[src/rtl/core/pfrm_pkg.sv]
// ----------------------------------------------------------------------------
// pfrm_pkg
// Types and constants shared by the pulse flow rate meter files.
// ----------------------------------------------------------------------------
package pfrm_pkg;

  localparam int RATE_W     = 24;
  localparam int COUNT_W    = 16;
  localparam int DEBOUNCE_W = 8;
  localparam int TIMEOUT_W  = 16;
  localparam int REG_IDX_W  = 2;
  localparam int DIV_CNT_W  = $clog2(RATE_W);

  // Register indexes on the configuration channel
  localparam logic [REG_IDX_W-1:0] REG_DEBOUNCE = 2'd0;
  localparam logic [REG_IDX_W-1:0] REG_TIMEOUT  = 2'd1;
  localparam logic [REG_IDX_W-1:0] REG_RATE_K   = 2'd2;

  // Reset values of the registers
  localparam logic [DEBOUNCE_W-1:0] DEBOUNCE_RST = 8'd10;
  localparam logic [TIMEOUT_W-1:0]  TIMEOUT_RST  = 16'd1000;
  localparam logic [RATE_W-1:0]     RATE_K_RST   = 24'd133333;

  typedef struct packed {
    logic time_tick;
    logic pulse_edge;
  } sample_t;

  typedef struct packed {
    logic [RATE_W-1:0]  flow_rate;
    logic [COUNT_W-1:0] pulse_count;
    logic               pulse_accepted;
  } report_t;

  typedef struct packed {
    logic [REG_IDX_W-1:0] reg_index;
    logic [RATE_W-1:0]    wdata;
  } cfg_wr_t;

  // Divider status toward the sequencer
  typedef struct packed {
    logic busy;
    logic done;
  } div_status_t;

  typedef enum logic [1:0] {
    ST_IDLE,
    ST_DIV,
    ST_FIN
  } meter_state_t;

endpackage

[src/rtl/core/pfrm_div.sv]
// ----------------------------------------------------------------------------
// pfrm_div
// Bit-serial restoring divider: one quotient bit per cycle.
// ----------------------------------------------------------------------------
module pfrm_div
  import pfrm_pkg::*;
#(
  parameter int DIVISOR_BITS = 16
) (
  input  logic                    clk,
  input  logic                    rst,
  input  logic                    start,
  input  logic [RATE_W-1:0]       dividend,
  input  logic [DIVISOR_BITS-1:0] divisor,
  output logic [RATE_W-1:0]       quotient,
  output div_status_t             status
);

  logic [RATE_W-1:0]       dq;     // dividend shifts out, quotient shifts in
  logic [DIVISOR_BITS-1:0] rem;
  logic [DIVISOR_BITS-1:0] dsr;
  logic [DIV_CNT_W-1:0]    cnt;
  logic                    busy;
  logic                    done;
  logic [DIVISOR_BITS:0]   trial;

  // Trial subtract of the divisor from the partial remainder
  assign trial = {rem, dq[RATE_W-1]} - {1'b0, dsr};

  // Control
  always_ff @(posedge clk) begin
    if (rst) begin
      busy <= 1'b0;
      done <= 1'b0;
      cnt  <= '0;
    end else begin
      done <= 1'b0;
      if (start) begin
        busy <= 1'b1;
        cnt  <= DIV_CNT_W'(RATE_W - 1);
      end else if (busy) begin
        cnt <= cnt - 1'b1;
        if (cnt == '0) begin
          busy <= 1'b0;
          done <= 1'b1;
        end
      end
    end
  end

  // Datapath
  always_ff @(posedge clk) begin
    if (start) begin
      dq  <= dividend;
      rem <= '0;
      dsr <= divisor;
    end else if (busy) begin
      if (!trial[DIVISOR_BITS]) begin
        rem <= trial[DIVISOR_BITS-1:0];
        dq  <= {dq[RATE_W-2:0], 1'b1};
      end else begin
        rem <= {rem[DIVISOR_BITS-2:0], dq[RATE_W-1]};
        dq  <= {dq[RATE_W-2:0], 1'b0};
      end
    end
  end

  assign quotient    = dq;
  assign status.busy = busy;
  assign status.done = done;

endmodule

[config.mk]
export PLATFORM = sky130hd
export DESIGN_NAME = pfrm_div
export DESIGN_NICKNAME = d
export VERILOG_FILES = /design/src/rtl/core/pfrm_pkg.sv /design/src/rtl/core/pfrm_div.sv
export SDC_FILE = /design/constraint.sdc
export NUM_CORES = 1
export LEC_CHECK = 0
export BUFFER_PORTS_ARGS = -buffer_cell sky130_fd_sc_hd__buf_2
export CAP_MARGIN = 5
export CORE_MARGIN = 4
export CORE_UTILIZATION = 59
export CTS_CLUSTER_SIZE = 30
export DETAILED_ROUTE_END_ITERATION = 10
export HOLD_SLACK_MARGIN = 0.08
export PLACE_DENSITY = 0.84
export SYNTH_ARGS = -nofsm -noshare
export SYNTH_HDL_FRONTEND = slang
export SYNTH_SLANG_ARGS = --single-unit
[constraint.sdc]
create_clock -name clk -period 7.1 [get_ports clk]
set_input_delay 1.42 -clock clk [delete_from_list [all_inputs] [get_ports clk]]
set_output_delay 1.42 -clock clk [all_outputs]
set_load 0.02 [all_outputs]
==> impl_metrics.ini <==
[clock_network]
cts_tree = done
insertion_delay_ps = 340
cts.repair.resized = 0
cts_buffer_depth = 2
cts-buffers-inserted = 9
root_buffer = clkbuf_8
clkTransAtPathRegs_ps = 70
cts_sinks = 63
postCtsHoldBufs = 0
h-tree-depth = 3
postCtsSetupBuffers = 0

[drt]
via_count = 2514
dr.pass1.iters = 5
wl_per_cell_um = 14.9
drtIter0Drc = 127
wl_met3_um = 433
drcViolationCount = 0
drt-total-wl_um = 6700
met2_length_um = 3060
routed.top_layer = met4
vias_per_cell = 5.57
drtAntennaViolNets = 0
routedLengthMet1_um = 3040

[yosys]
synth_top_family_by_area = compound AO/OA/AOI/OAI gates
synth_edf_count = 40
synth-xor-area-share_pct = 4.67
synth_area_mm2 = 0.00335
synth_fa_ha_area_share_pct = 7.33
synth_cell_type_count = 52
synthFlopType = edfxtp_1
synth.ff_latch_count = 63
seq_area_frac_synth_pct = 49.6
avgSynthCellArea_um2 = 10.9
synthSimpleGateAreaFrac_pct = 12.2
synthMuxAreaShare_pct = 8.34
synth_fp_nets = 369
synthArstFlopShare_pct = 0
synth_compound_area_share_pct = 13.5
ys.warnings.count = 0
syn-instance-count = 307

[pwr]
peakVddDrop_mv = 0.162
finalPower_w = 0.00101
p_per_area_mw_per_mm2 = 254
p_leak_nw = 1.72

[critical_path]
cp-start-kind = flop
timing.rr.end = rem[5]
r2r.worst_path.cells = 10
crit_path_end_kind = flop
rrSetupSlack_ps = 3860
path_max_fanout = 15
crit_required_ps = 7330
cp.arrival_ps = 3470
criticalPathCategory = flop to flop
rr_startpoint = quotient[23]

[hold_path]
hold_path_class = flop to flop
hp-start = rem[9]
worstHoldEndpoint = rem[10]
hold_depth = 2

[sta]
slew_violations = 0
whs_ps = 503
rsz0062_at_grt = no
max_freq_mhz = 309
setup_viol = 0
period_minus_slack_ps = 3240
slew_headroom_pct = 38.7
hold_viol = 0
min_period_over_period_pct = 45.6
tightest_slew_ps = 919
clock_skew_ps = 9.56
fin_setup_tns_ps = 0

[place]
port_buffers = 68
hpwl_um = 4900
placed_cells = 435
routabilityCongestion = 0.908

[global_route]
grt_max_degree = 59
grt_pass1_vias = 2501
grt_pass1_wl_um = 11500
grt_usage_pct = 20.3
gr-total-overflow = 0
antenna_found_initial = 0

[floorplanning]
core.rowCount = 27
design.portCount = 69
chipHeight_um = 83.3
fp.dieW_um = 83.3
start_util_pct = 60.8
coreArea_mm2 = 0.00551
die_area_mm2 = 0.00694

[finish]
finalNetCount = 436
seq_area_mm2 = 0.00166
stdcell_count = 451
antenna_cells = 0
multi_input_area_mm2 = 0.00154
drive_gt1_share_pct = 30.6
syn2layout_area_growth_pct = 18.5
num-fill-cells = 395

[flow_run]
cap_violations = 0

[status]
status = completed
[sequential cells by signal, indices dropped and copies added, names as in the netlist]
| signal | flops |
|---|---|
| cnt | 5 |
| rem | 16 |
| done | 1 |
| dsr | 16 |
| busy | 1 |
| quotient | 24 |
[cell families after synthesis]
family	after synthesis
fa+ha+maj	19
buf+inv	34
mux	25
simple gates	87
flops	63
compound gates	62
xor+xnor	17
[cell usage after synthesis (all sizes together), types with 8 or more instances]
| cell type | instances | area [µm²] |
|---|---|---|
| xor2 | 9 | 86.3 |
| nand2 | 33 | 126 |
| nor2 | 23 | 86.3 |
| a311oi | 8 | 70.1 |
| inv | 20 | 75.1 |
| dfxtp | 23 | 460 |
| ha | 18 | 225 |
| a21oi | 17 | 85.1 |
| o21ai | 10 | 50.0 |
| xnor2 | 8 | 70.1 |
| mux2 | 23 | 259 |
| edfxtp | 40 | 1200 |
[critical path, stage by stage (launching register included)]
cell      delay, ps
edfxtp_1        360
inv_1            60
ha_1            230
fa_1            390
nand2b_1        220
a211oi_2        280
o211ai_2        180
o41ai_4         320
xor2_2          640
nand2_1         110
a311oi_1        320
[routing by layer]
layer / global-route usage [%] / up-vias
li1: - / 1253
met1: 26.0 / 1149
met2: 31.5 / 94
met3: 5.56 / 18
met4: 10.3 / 0
met5: 0 / -
[stage by stage]
stage                     util, %  worst slack, ps  area, µm²
final                        72.1             3860       3970
after global routing         72.1             3650       3970
after CTS                    72.1             3870       3970
after detailed placement     67.6             3630       3720
after global placement       67.6             3690       3720
after floorplan                 -             4230       3350
[final cells by class]
class,count,share of cell area [%]
sequential,63,41.9
multi-input combinational,210,38.8
timing repair buffer,70,8.96
clock buffer,9,3.12
clock inverter,7,3.06
tap,72,2.27
inverter,20,1.89
[worst max-delay path by stage]
stage	start	endpoint	slack, ps	depth (start not counted)
2_1_floorplan	quotient[23]	rem[10]	4230	11
5_1_grt	quotient[23]	rem[6]	3650	10
6_report	quotient[23]	rem[5]	3860	10
3_5_place_dp	start	quotient[20]	3630	4
4_1_cts	quotient[23]	rem[7]	3870	10
3_3_place_gp	start	quotient[8]	3690	4
[power by group]
part / internal (W) / leakage [nW] / switching [W]
combinational: 0.0000769 / 1.01 / 0.000109
clock: 0.000234 / 0.123 / 0.000141
sequential: 0.000425 / 0.587 / 0.0000202
[layout by cell type, fill, tap and decap left out, drive strengths merged, types with 7 or more instances in the layout]
master,Yosys,routed
o21ai,10,10
dfxtp,23,23
xnor2,8,8
mux2,23,23
ha,18,18
a21oi,17,17
clkbuf,7,9
inv,20,20
buf,7,70
nor2,23,23
edfxtp,40,40
nand2,33,33
a311oi,8,8
nand3,7,7
xor2,9,9
No activity file was read; power rests on OpenSTA's default activity.
